$ cat src/sv/rrd_pkg.sv
// rrd_pkg: shared types and constants for the range response decoder.
// Used by rrd_decoder, range_response_decoder and rrd_checker; no dependencies.

package rrd_pkg;

    localparam int DATA_CHARS_PER_LINE_DEF = 64;
    localparam int MAX_STEPS_DEF           = 1024;

    localparam int BYTE_W   = 8;
    localparam int STEP_W   = 10;
    localparam int DIST_W   = 18;
    localparam int DIGIT_W  = 6;
    localparam int GROUP_W  = 12;   // first two digits of a group
    localparam int LINE_W   = 3;
    localparam int SCNT_MAX = 1023;

    localparam int TDATA_OUT_W = 32;  // distance + step_index, padded to bytes
    localparam int TUSER_OUT_W = 2;

    // Character codes
    localparam logic [BYTE_W-1:0] CHAR_CR   = 8'h0d;
    localparam logic [BYTE_W-1:0] CHAR_LF   = 8'h0a;
    localparam logic [BYTE_W-1:0] CHAR_M    = 8'h4d;
    localparam logic [BYTE_W-1:0] CHAR_G    = 8'h47;
    localparam logic [BYTE_W-1:0] CHAR_NINE = 8'h39;
    localparam logic [BYTE_W-1:0] CHAR_B    = 8'h62;
    localparam logic [DIGIT_W-1:0] DIGIT_OFFSET = 6'h30;

    // Line numbers with a meaning of their own
    localparam logic [LINE_W-1:0] LINE_ECHO   = 3'd0;
    localparam logic [LINE_W-1:0] LINE_FIRST  = 3'd1;
    localparam logic [LINE_W-1:0] LINE_FOUR   = 3'd4;
    localparam logic [LINE_W-1:0] LINE_STAMP  = 3'd5;
    localparam logic [LINE_W-1:0] LINE_DATA   = 3'd6;

    typedef enum logic [1:0] {
        KIND_SAMPLE = 2'd0,
        KIND_DONE   = 2'd1,
        KIND_BAD    = 2'd2
    } kind_t;

    typedef struct packed {
        logic                valid;
        kind_t               kind;
        logic [DIST_W-1:0]   distance;
        logic [STEP_W-1:0]   step_index;
    } result_t;

endpackage

$ cat src/sv/rrd_decoder.sv
// rrd_decoder: reply parser state (line tracking, prefix, group assembly,
// sample count) and the per-byte decode. Depends on rrd_pkg.

module rrd_decoder #(
    parameter int DATA_CHARS_PER_LINE = rrd_pkg::DATA_CHARS_PER_LINE_DEF,
    parameter int MAX_STEPS           = rrd_pkg::MAX_STEPS_DEF
) (
    input  logic                         clk,
    input  logic                         rst_n,
    input  logic                         en,
    input  logic [rrd_pkg::BYTE_W-1:0]   rx_byte,
    input  logic [rrd_pkg::STEP_W-1:0]   first_step,
    output rrd_pkg::result_t             res
);

    // Position counter saturates above the data limit so "<= limit" stays exact
    localparam int POS_W = $clog2(DATA_CHARS_PER_LINE + 2);
    localparam logic [POS_W-1:0] POS_CAP   = {POS_W{1'b1}};
    localparam logic [POS_W-1:0] POS_LIMIT = POS_W'(DATA_CHARS_PER_LINE);
    localparam int LIM_INT = (MAX_STEPS - 1 > 1023) ? 1023 : MAX_STEPS - 1;
    localparam logic [rrd_pkg::STEP_W:0] IDX_LIMIT = (rrd_pkg::STEP_W + 1)'(LIM_INT);

    logic [rrd_pkg::LINE_W-1:0]  line_reg,   line_next;
    logic                        is_g_reg,   is_g_next;
    logic [POS_W-1:0]            pos_reg,    pos_next;
    logic [rrd_pkg::BYTE_W-1:0]  pfx_reg  [3];
    logic [rrd_pkg::BYTE_W-1:0]  pfx_next [3];
    logic                        held_v_reg, held_v_next;
    logic [rrd_pkg::DIGIT_W-1:0] held_reg,   held_next;   // low bits of the held char
    logic [rrd_pkg::GROUP_W-1:0] grp_reg,    grp_next;
    logic [1:0]                  gcnt_reg,   gcnt_next;
    logic [rrd_pkg::STEP_W-1:0]  scnt_reg,   scnt_next;

    logic [rrd_pkg::STEP_W:0]    idx_sum;
    logic [rrd_pkg::STEP_W-1:0]  cur_index;
    logic [rrd_pkg::DIGIT_W-1:0] digit;
    logic                        is_eol;
    logic                        is_99b;
    logic                        clear_all;

    assign idx_sum   = {1'b0, first_step} + {1'b0, scnt_reg};
    assign cur_index = (idx_sum > IDX_LIMIT) ? IDX_LIMIT[rrd_pkg::STEP_W-1:0]
                                             : idx_sum[rrd_pkg::STEP_W-1:0];
    assign digit     = held_reg - rrd_pkg::DIGIT_OFFSET;
    assign is_eol    = (rx_byte == rrd_pkg::CHAR_CR) || (rx_byte == rrd_pkg::CHAR_LF);
    assign is_99b    = (pos_reg >= POS_W'(3)) && (pfx_reg[0] == rrd_pkg::CHAR_NINE) &&
                       (pfx_reg[1] == rrd_pkg::CHAR_NINE) && (pfx_reg[2] == rrd_pkg::CHAR_B);

    always_comb
    begin
        line_next   = line_reg;
        is_g_next   = is_g_reg;
        pos_next    = pos_reg;
        pfx_next    = pfx_reg;
        held_v_next = held_v_reg;
        held_next   = held_reg;
        grp_next    = grp_reg;
        gcnt_next   = gcnt_reg;
        scnt_next   = scnt_reg;
        clear_all   = 1'b0;
        res         = '0;
        res.kind    = rrd_pkg::KIND_SAMPLE;

        if (is_eol)
        begin
            if ((line_reg >= rrd_pkg::LINE_DATA) && (pos_reg == '0))
            begin
                // empty data line: scan complete
                res.valid      = 1'b1;
                res.kind       = rrd_pkg::KIND_DONE;
                res.step_index = cur_index;
                clear_all      = 1'b1;
            end
            else if (line_reg == rrd_pkg::LINE_ECHO)
            begin
                if ((pos_reg == '0) ||
                    ((pfx_reg[0] != rrd_pkg::CHAR_M) && (pfx_reg[0] != rrd_pkg::CHAR_G)))
                begin
                    res.valid = 1'b1;
                    res.kind  = rrd_pkg::KIND_BAD;
                    clear_all = 1'b1;
                end
                else
                begin
                    is_g_next = (pfx_reg[0] == rrd_pkg::CHAR_G);
                    line_next = rrd_pkg::LINE_FIRST;
                end
            end
            else if ((line_reg < rrd_pkg::LINE_DATA) && is_99b)
            begin
                line_next = rrd_pkg::LINE_STAMP;
            end
            else if ((line_reg == rrd_pkg::LINE_FIRST) && is_g_reg)
            begin
                line_next = rrd_pkg::LINE_STAMP;
            end
            else if (line_reg == rrd_pkg::LINE_FOUR)
            begin
                res.valid = 1'b1;
                res.kind  = rrd_pkg::KIND_BAD;
                clear_all = 1'b1;
            end
            else if (line_reg < rrd_pkg::LINE_DATA)
            begin
                line_next = line_reg + rrd_pkg::LINE_W'(1);
            end

            // new line; the held char was the checksum and is dropped
            pos_next    = '0;
            held_v_next = 1'b0;
            held_next   = '0;
            pfx_next[0] = '0;
            pfx_next[1] = '0;
            pfx_next[2] = '0;
        end
        else
        begin
            if (pos_reg < POS_W'(3))
            begin
                case (pos_reg[1:0])
                    2'd0:    pfx_next[0] = rx_byte;
                    2'd1:    pfx_next[1] = rx_byte;
                    default: pfx_next[2] = rx_byte;
                endcase
            end
            if ((line_reg >= rrd_pkg::LINE_DATA) && (pos_reg <= POS_LIMIT))
            begin
                if (held_v_reg)
                begin
                    if (gcnt_reg == 2'd2)
                    begin
                        res.valid      = 1'b1;
                        res.kind       = rrd_pkg::KIND_SAMPLE;
                        res.distance   = {grp_reg, digit};
                        res.step_index = cur_index;
                        if (scnt_reg < rrd_pkg::STEP_W'(rrd_pkg::SCNT_MAX))
                            scnt_next = scnt_reg + rrd_pkg::STEP_W'(1);
                        grp_next  = '0;
                        gcnt_next = '0;
                    end
                    else
                    begin
                        grp_next  = {grp_reg[rrd_pkg::DIGIT_W-1:0], digit};
                        gcnt_next = gcnt_reg + 2'd1;
                    end
                end
                held_v_next = 1'b1;
                held_next   = rx_byte[rrd_pkg::DIGIT_W-1:0];
            end
            if (pos_reg < POS_CAP)
                pos_next = pos_reg + POS_W'(1);
        end

        if (clear_all)
        begin
            line_next   = rrd_pkg::LINE_ECHO;
            is_g_next   = 1'b0;
            grp_next    = '0;
            gcnt_next   = '0;
            scnt_next   = '0;
        end
    end

    always_ff @(posedge clk or negedge rst_n)
    begin
        if (!rst_n)
        begin
            line_reg   <= rrd_pkg::LINE_ECHO;
            is_g_reg   <= 1'b0;
            pos_reg    <= '0;
            pfx_reg[0] <= '0;
            pfx_reg[1] <= '0;
            pfx_reg[2] <= '0;
            held_v_reg <= 1'b0;
            held_reg   <= '0;
            grp_reg    <= '0;
            gcnt_reg   <= '0;
            scnt_reg   <= '0;
        end
        else if (en)
        begin
            line_reg   <= line_next;
            is_g_reg   <= is_g_next;
            pos_reg    <= pos_next;
            pfx_reg    <= pfx_next;
            held_v_reg <= held_v_next;
            held_reg   <= held_next;
            grp_reg    <= grp_next;
            gcnt_reg   <= gcnt_next;
            scnt_reg   <= scnt_next;
        end
    end

endmodule

$ cat src/sv/range_response_decoder.sv
// range_response_decoder: top level, stream ports, input and result registers.
// Depends on rrd_pkg and rrd_decoder.

// Decodes a laser range sensor reply arriving one received byte per
// transaction on s_axis. Lines end at CR or LF; the echo line must start with
// M or G, a "99b" status line leads to the timestamp line, and the lines after
// it carry the encoded distances (checksum char dropped). Every three data
// chars give one 18-bit distance, reported on m_axis with kind SAMPLE and its
// step index (first_step plus samples so far, saturating). An empty data line
// reports kind DONE with the next index; a malformed reply reports kind BAD.
// After DONE or BAD the decoder is back at the start of a new reply.
// Throughput: one byte per clock while no result stalls; each byte passes an
// input register, then the decode into the result register that drives m_axis.
// A stalled result holds the next byte in the input register; s_axis stalls
// once that register is occupied as well.
// The user must write first_step over the cfg channel only while the decoder is idle; the block does not enforce it.

module range_response_decoder #(
    parameter int DATA_CHARS_PER_LINE = rrd_pkg::DATA_CHARS_PER_LINE_DEF,
    parameter int MAX_STEPS           = rrd_pkg::MAX_STEPS_DEF
) (
    input  logic                             clk,
    input  logic                             rst_n,
    // input bytes
    input  logic                             s_axis_tvalid,
    output logic                             s_axis_tready,
    input  logic [rrd_pkg::BYTE_W-1:0]       s_axis_tdata,   // [7:0] rx_byte
    // decoded results
    output logic                             m_axis_tvalid,
    input  logic                             m_axis_tready,
    output logic [rrd_pkg::TDATA_OUT_W-1:0]  m_axis_tdata,   // [17:0] distance,
                                                             // [27:18] step_index,
                                                             // [31:28] zero
    output logic [rrd_pkg::TUSER_OUT_W-1:0]  m_axis_tuser,   // [1:0] kind
    // configuration: first_step
    input  logic                             cfg_valid,
    output logic                             cfg_ready,
    input  logic [rrd_pkg::STEP_W-1:0]       cfg_data
);

    localparam int PAD_W = rrd_pkg::TDATA_OUT_W - rrd_pkg::DIST_W - rrd_pkg::STEP_W;

    logic                          in_valid_reg;
    logic [rrd_pkg::BYTE_W-1:0]    in_byte_reg;
    logic [rrd_pkg::STEP_W-1:0]    first_step_reg;
    logic                          out_valid_reg, out_valid_next;
    logic [rrd_pkg::DIST_W-1:0]    out_dist_reg;
    logic [rrd_pkg::STEP_W-1:0]    out_idx_reg;
    rrd_pkg::kind_t                out_kind_reg;

    logic                          out_free;
    logic                          advance;   // input register hands its byte to the decoder
    rrd_pkg::result_t              dec_res;

    // Result register can take a new value if empty or being drained this cycle
    assign out_free      = !out_valid_reg || m_axis_tready;
    assign advance       = in_valid_reg && out_free;
    assign s_axis_tready = !in_valid_reg || out_free;
    assign cfg_ready     = 1'b1;

    rrd_decoder #(
        .DATA_CHARS_PER_LINE (DATA_CHARS_PER_LINE),
        .MAX_STEPS           (MAX_STEPS)
    ) u_dec (
        .clk        (clk),
        .rst_n      (rst_n),
        .en         (advance),
        .rx_byte    (in_byte_reg),
        .first_step (first_step_reg),
        .res        (dec_res)
    );

    always_comb
    begin
        out_valid_next = out_valid_reg && !m_axis_tready;
        if (advance && dec_res.valid)
            out_valid_next = 1'b1;
    end

    // Input register and config register
    always_ff @(posedge clk or negedge rst_n)
    begin
        if (!rst_n)
        begin
            in_valid_reg   <= 1'b0;
            first_step_reg <= '0;
        end
        else
        begin
            if (s_axis_tready)
                in_valid_reg <= s_axis_tvalid;
            if (cfg_valid && cfg_ready)
                first_step_reg <= cfg_data;
        end
    end

    always_ff @(posedge clk)
    begin
        if (s_axis_tready && s_axis_tvalid)
            in_byte_reg <= s_axis_tdata;
    end

    // Result register
    always_ff @(posedge clk or negedge rst_n)
    begin
        if (!rst_n)
            out_valid_reg <= 1'b0;
        else
            out_valid_reg <= out_valid_next;
    end

    always_ff @(posedge clk)
    begin
        if (advance && dec_res.valid)
        begin
            out_kind_reg <= dec_res.kind;
            out_dist_reg <= dec_res.distance;
            out_idx_reg  <= dec_res.step_index;
        end
    end

    assign m_axis_tvalid = out_valid_reg;
    assign m_axis_tdata  = {{PAD_W{1'b0}}, out_idx_reg, out_dist_reg};
    assign m_axis_tuser  = out_kind_reg;

endmodule

$ cat config.mk
export PLATFORM = sky130hd
export DESIGN_NAME = range_response_decoder
export DESIGN_NICKNAME = d
export VERILOG_FILES = /design/src/sv/rrd_pkg.sv /design/src/sv/rrd_decoder.sv /design/src/sv/range_response_decoder.sv
export SDC_FILE = /design/constraint.sdc
export NUM_CORES = 1
export LEC_CHECK = 0
export ABC_CLOCK_PERIOD_IN_PS = 10800
export BUFFER_PORTS_ARGS = -buffer_cell sky130_fd_sc_hd__buf_2
export CORE_ASPECT_RATIO = 1.2
export CORE_MARGIN = 5
export CORE_UTILIZATION = 50
export DETAILED_ROUTE_END_ITERATION = 12
export HOLD_SLACK_MARGIN = 0.02
export PLACE_DENSITY = 0.74
export SETUP_SLACK_MARGIN = 0.2
export SLEW_MARGIN = 0
export SYNTH_ARGS = -nofsm -noshare
export SYNTH_HDL_FRONTEND = slang
export SYNTH_SLANG_ARGS = --single-unit
$ cat constraint.sdc
create_clock -name clk -period 10.8 [get_ports clk]
set_input_delay 0 -clock clk [delete_from_list [all_inputs] [get_ports clk]]
set_output_delay 0 -clock clk [all_outputs]
set_load 0.01 [all_outputs]
## Word level (Yosys, flattened, before mapping)

Index checks and enable logic that the tools add are counted.

| word-level totals | value |
|---|---|
| flip-flop bits (word level) | 116 |
| input port bits | 23 |
| output and inout port bits | 37 |
| word-level logic and storage cells | 160 |

| cells by class | value |
|---|---|
| add/sub/neg operators | 6 |
| order comparisons | 8 |
| equality and inequality tests | 18 |
| muxes and demuxes | 62 |
| bitwise operators | 3 |
| reductions and logical operators | 45 |

Operator list:

| operator | number |
|---|---|
| 31-bit two-way mux | 3 |
| 10-bit two-way mux | 9 |
| 12-bit two-way mux | 5 |
| 24-bit two-way mux | 2 |
| 3-bit two-way mux | 16 |
| 8-bit two-way mux | 3 |
| 2-bit nonzero test | 11 |
| 8-bit by 4-bit == test with 1-bit output, second input constant | 2 |
| 8-bit by 6-bit == test with 1-bit output, second input constant | 2 |
| 8-bit by 7-bit == test with 1-bit output, second input constant | 2 |
| 8-bit by 7-bit != test with 1-bit output, second input constant | 2 |
| 1-bit two-way mux | 15 |
| 7-bit two-way mux | 2 |
| 1-bit logical AND | 12 |
| 6-bit two-way mux | 2 |
| 6-bit AND reduction | 2 |
| 10-bit by 10-bit adder with 11-bit output | 1 |
| 11-bit by 10-bit > comparator with 1-bit output, second input constant | 1 |
| 10-bit by 1-bit adder with 10-bit output, second input constant | 1 |
| 10-bit < comparator, second input constant | 1 |
| 2-bit two-way mux | 5 |
| 3-bit AND reduction | 3 |
| 7-bit by 1-bit adder with 7-bit output, second input constant | 1 |
| 7-bit by 2-bit greater-or-equal comparator with 1-bit output, second input constant | 1 |
| other kinds (28) | 38 |

## Depth between registers and ports, before layout

| depth | value |
|---|---|
| depth in word-level cells | 11 |
| mapped depth | 10 |
| depth with buffers taken out | 9 |

## Cells and area by module

Synthesis repeated with hierarchy kept, for this count alone.

| second synthesis, totals | value |
|---|---|
| cell total of the unflattened synthesis | 475 |
| area, all modules | 5576.6 µm² |

By module, submodules not included:

| module | instances | cells an instance | area an instance (µm²) | sequential area each (µm²) |
|---|---|---|---|---|
| rrd_decoder | 1 | 399 | 3882.5 | 1651.6 |
| range_response_decoder | 1 | 76 | 1694.1 | 1441.4 |

## Worst setup path after synthesis

Ideal clock, no wire load.

| timing | value |
|---|---|
| kind | reg2reg |
| start point | register u_dec.pos_reg[2] |
| end point | register out_kind_reg[0] (netlist: m_axis_tuser[0]) (enable) |
| data arrival time | 3.390 ns |
| data required time | 10.373 ns |
| path slack | 6.982 ns |
| cell stages (with the launch flop) | 9 |
| period minus slack after synthesis | 3.818 ns |
| cells stage by stage | dfrtp_1 or4_1 buf_2 nor3_1 and2_1 buf_2 nor2_1 clkbuf_1 a21oi_1 |

| between the ends | value |
|---|---|
| cells in the longest elaborated chain, start to end | 10 |
| elaborated cells between the ends (all ways) | 17 |
| classes of those cells | 2 x order compare; 6 x mux; 9 x reduce/logical |

RTL lines:

| item | line | RTL |
|---|---|---|
| from (decl) | rrd_decoder.sv:25 | `logic [POS_W-1:0] pos_reg, pos_next;` |
| from (signal assigned) | rrd_decoder.sv:184 | `pos_reg <= pos_next;` |
| 7-bit by 2-bit greater-or-equal comparator with 1-bit output | rrd_decoder.sv:46 | `assign is_99b = (pos_reg >= POS_W'(3)) && (pfx_reg[0] == rrd_pkg::CHAR_NINE) &&` |
| 1-bit logical AND (2 in a row) | rrd_decoder.sv:46 |  |
| 1-bit logical AND | rrd_decoder.sv:47 | `(pfx_reg[1] == rrd_pkg::CHAR_NINE) && (pfx_reg[2] == rrd_pkg::CHAR_B);` |
| 1-bit logical AND | rrd_decoder.sv:89 | `else if ((line_reg < rrd_pkg::LINE_DATA) && is_99b)` |
| 3-bit two-way mux | rrd_decoder.sv:89 |  |
| 3-bit two-way mux | rrd_decoder.sv:74 | `else if (line_reg == rrd_pkg::LINE_ECHO)` |
| 3-bit two-way mux | rrd_decoder.sv:66 | `if ((line_reg >= rrd_pkg::LINE_DATA) && (pos_reg == '0))` |
| 3-bit two-way mux (*) | rrd_decoder.sv:64 | `if (is_eol)` |
| 1-bit logical AND (*) | range_response_decoder.sv:114 | `if (advance && dec_res.valid)` |
| to (signal assigned) | range_response_decoder.sv:116 | `out_kind_reg <= dec_res.kind;` |
| to (decl) | range_response_decoder.sv:49 | `rrd_pkg::kind_t out_kind_reg;` |

Mark *: on every way between the ends. The rest lies on a longest branch, timed or not.
A chain may end at the register's enable or synchronous reset.

## Final worst setup path

| timing | value |
|---|---|
| start point | register u_dec.pos_reg[2] |
| end point | register u_dec.grp_reg[3] in the netlist's numbering |

| between the ends | value |
|---|---|
| cells in the longest elaborated chain, start to end | 11 |
| elaborated cells between the ends (all ways) | 20 |
| classes of those cells | 2 x order compare; 1 x eq/ne; 6 x mux; 11 x reduce/logical |

RTL lines:

| item | line | RTL |
|---|---|---|
| 7-bit by 2-bit greater-or-equal comparator with 1-bit output | rrd_decoder.sv:46 |  |
| 1-bit logical AND (2 in a row) | rrd_decoder.sv:46 |  |
| 1-bit logical AND | rrd_decoder.sv:47 |  |
| 1-bit logical AND | rrd_decoder.sv:89 |  |
| 1-bit two-way mux | rrd_decoder.sv:89 |  |
| 1-bit two-way mux | rrd_decoder.sv:74 |  |
| 1-bit two-way mux | rrd_decoder.sv:66 |  |
| 1-bit two-way mux | rrd_decoder.sv:64 |  |
| 2-bit != test (no line) or 2-bit nonzero test (tied branches) | n/a |  |
| 4-bit AND reduction (no line) | n/a |  |
| to (signal assigned) | rrd_decoder.sv:188 | `grp_reg <= grp_next;` |
| to (decl) | rrd_decoder.sv:30 | `logic [rrd_pkg::GROUP_W-1:0] grp_reg, grp_next;` |

Parallel ways exist; a longest one is shown, timed or not.

==> run_results.csv <==
group,metric,value,unit
logic_synthesis,synth_area,5470,um2
run_status,status,"finished, final reports clean",
finish,area_growth,21.6,%
finish,final_cell_mix,"dfrtp_1, buf_2, edfxtp_1",
sta,slew_violations,0,
logic_synthesis,synth_top_area_cell,"dfrtp_1",
detailed_routing,wl_per_cell,16.7,um
logic_synthesis,synth_cells,455,
floorplan,die_x,105,um
global_routing,grt_pass1_vias,4004,
clock_network,numCtsBuffers,17,
sta,fmax,303,MHz
place,gp_congestion,0.846,
power_and_ir_drop,peakVddDrop,0.000139,V
finish,final_util,62.6,%
logic_synthesis,synth_seq_cells,116,
floorplan,initial_core_util,51.5,%
finish,num-nets-final,578,
detailed_routing,vias,3823,
place,io_buffer_count,54,
logic_synthesis,ys_seq_area_share,56.6,%
sta,finClkSkew,13.6,ps
finish,largest_reg_flops,24,
detailed_routing,drt_iter0_drc,154,
clock_network,path_clk_slew,50,ps
sta,finalCritPeriodShare,30.6,%
detailed_routing,routed_wirelength,11300,um
global_routing,antenna_found_initial,0,
worst_setup_path,worst-endpoint-required,11140,ps
worst_setup_path,arrival,3640,ps
floorplan,die_h,125,um
logic_synthesis,synth_area_leaders,"dfrtp_1, edfxtp_1, mux2_2, ha_1, and2_1",
power_and_ir_drop,p_per_area,192,nW/um2
sta,period_minus_slack,3300,ps
detailed_routing,dr.pass1.iters,4,
min_path,hp-class,"in -> reg",
worst_setup_path,crit_path_start_kind,"flip-flop",
floorplan,io_pins,60,
finish,final_common_cell,"dfrtp_1",
logic_synthesis,synth_edf_count,38,
power_and_ir_drop,leakage,2.74,nW
floorplan,rows,41,
global_routing,grt_pass1_wl,19100,um
sta,slew_headroom,34.3,%
sta,final_hold_viol_count,0,
clock_network,cts_buffer_depth,2,
detailed_routing,ant_nets,0,
logic_synthesis,yosysTopAreaCellShare,35.7,%
sta,hold_ws,63.4,ps
clock_network,insertion_delay,410,ps
clock_network,cts-root-buf,"clkbuf_16",
logic_synthesis,synth_cell_type_count,62,
sta,rsz0062_at_grt,"no",
global_routing,grt_max_degree,79,
floorplan,coreArea,10600,um2
detailed_routing,drc,0,
logic_synthesis,async_flop_share,67.2,%
logic_synthesis,avgSynthCellArea,12.0,um2
run,cap_violations,0,
finish,final_layout_size_suffix_gt1_share,22.2,%
logic_synthesis,ys_warn_count,0,
floorplan,fp.dieArea,13100,um2
clock_network,cts_setup_buffers,0,
sta,tightest_slew,986,ps
sta,setup_tns,0,ps
clock_network,cts_max_level,4,
logic_synthesis,ys.flop_type,"dfrtp_1",
worst_setup_path,path_class,"reg -> reg",
global_routing,gr-total-overflow,0,
clock_network,cts_tree,"built",
clock_network,cts_resized,0,
global_routing,track_usage,18.4,%
sta,setup_violations,0,
place,dp.final_hpwl,7640,um
clock_network,cts_sinks,116,
worst_setup_path,crit_fanout,17,
finish,diodes,0,
detailed_routing,route.detailed.vias_per_inst,5.64,
worst_setup_path,end_kind,"flip-flop",
## Yosys cell counts (4+ instances only)
library cell / n
mux2_2: 23
dfrtp_1: 78
buf_2: 5
nand2b_1: 4
ha_1: 18
o211ai_1: 4
and2_1: 20
or3_1: 4
inv_1: 16
xnor2_1: 4
edfxtp_1: 38
a21oi_1: 24
o21ai_0: 20
buf_4: 5
a32o_1: 12
o21a_1: 4
nor2_1: 28
nand4_1: 5
nor3_1: 7
clkbuf_1: 11
a22o_1: 12
or4_1: 4
nor3b_1: 5
nand3_1: 16
nor2b_1: 8
nand2_1: 15
xor2_1: 10
## power breakdown
part	leakage, nW	switching (mW)	internal (mW)	total (mW)
clock network	0.279	0.202	0.340	0.542
registers	1.30	0.0510	0.516	0.567
logic	1.16	0.0789	0.0900	0.169
total	2.74	0.332	0.946	1.28
## what timing repair did
action / CTS / global route
endpoints found under the hold margin: 98 / 0
hold buffers: 24 / 0
setup endpoints to repair: 0 / 0
## stage by stage
step | power [mW] | cell area (um2) | std cells | setup slack, ps
final | 1.28 | 6650 | 678 | 7500
after global routing | 1.34 | 6650 | 678 | 7130
after CTS | 1.29 | 6650 | 678 | 7520
after detailed placement | 0.732 | 5830 | 622 | 7530
after global placement | 0.723 | 5830 | 622 | 7720
after floorplan | 0.685 | 5480 | 458 | 6980
## final timing paths
kind	startpoint	to	slack, ps	cells after the start
worst max-delay path	u_dec.pos_reg[2]$_DFFE_PN0P_	u_dec.grp_reg[3]$_DFFE_PN0P_	7500	6
worst min-delay path	cfg_valid	first_step_reg[9]$_DFFE_PN0P_	60	2
worst max register to register	u_dec.pos_reg[2]$_DFFE_PN0P_	u_dec.grp_reg[3]$_DFFE_PN0P_	7500	6
worst min register to register	u_dec.pfx_reg[12]$_DFFE_PN0P_	u_dec.pfx_reg[12]$_DFFE_PN0P_	510	1
max in group asynchronous	rst_n	first_step_reg[9]$_DFFE_PN0P_	9860	2
min in group asynchronous	rst_n	u_dec.pos_reg[3]$_DFFE_PN0P_	310	2
## area by class of cell
type                            instances  area [um2]
Clock buffer                           17         425
Timing Repair Buffer                   80         528
Fill cell                             834        3970
Clock inverter                         15         154
Inverter                               16        60.1
Multi-Input combinational cell        305        2220
Tap cell                              129         161
Sequential cell                       116        3090
## per-layer routing
metal / up-vias / share of wire (%) / global-route usage, %
met3: 22 / 4.2 / 4.92
met4: 0 / 2.4 / 8.34
met1: 1866 / 41 / 21.7
met5: - / 0 / 0
met2: 89 / 52 / 31.0
li1: 1846 / - / -
## cell families (layout without fill, tap and decap cells)
family	Yosys count	after routing	share of synthesized area, %
flops	116	116	56.6
other cells	2	5	0.137
simple gates	140	140	15.0
fa+ha+maj	19	19	4.49
xor+xnor	14	14	2.24
mux	24	24	4.92
compound gates	103	103	13.6
buf+inv	37	128	3.00
## worst max-delay path, stage by stage, from the launching register on
cell	delay [ps]
dfrtp_1	420
or4_1	650
a211o_2	420
nor2_1	160
nand3_1	500
nor2_1	860
a32o_1	220
Note: power is estimated with default switching activity, not from simulation.
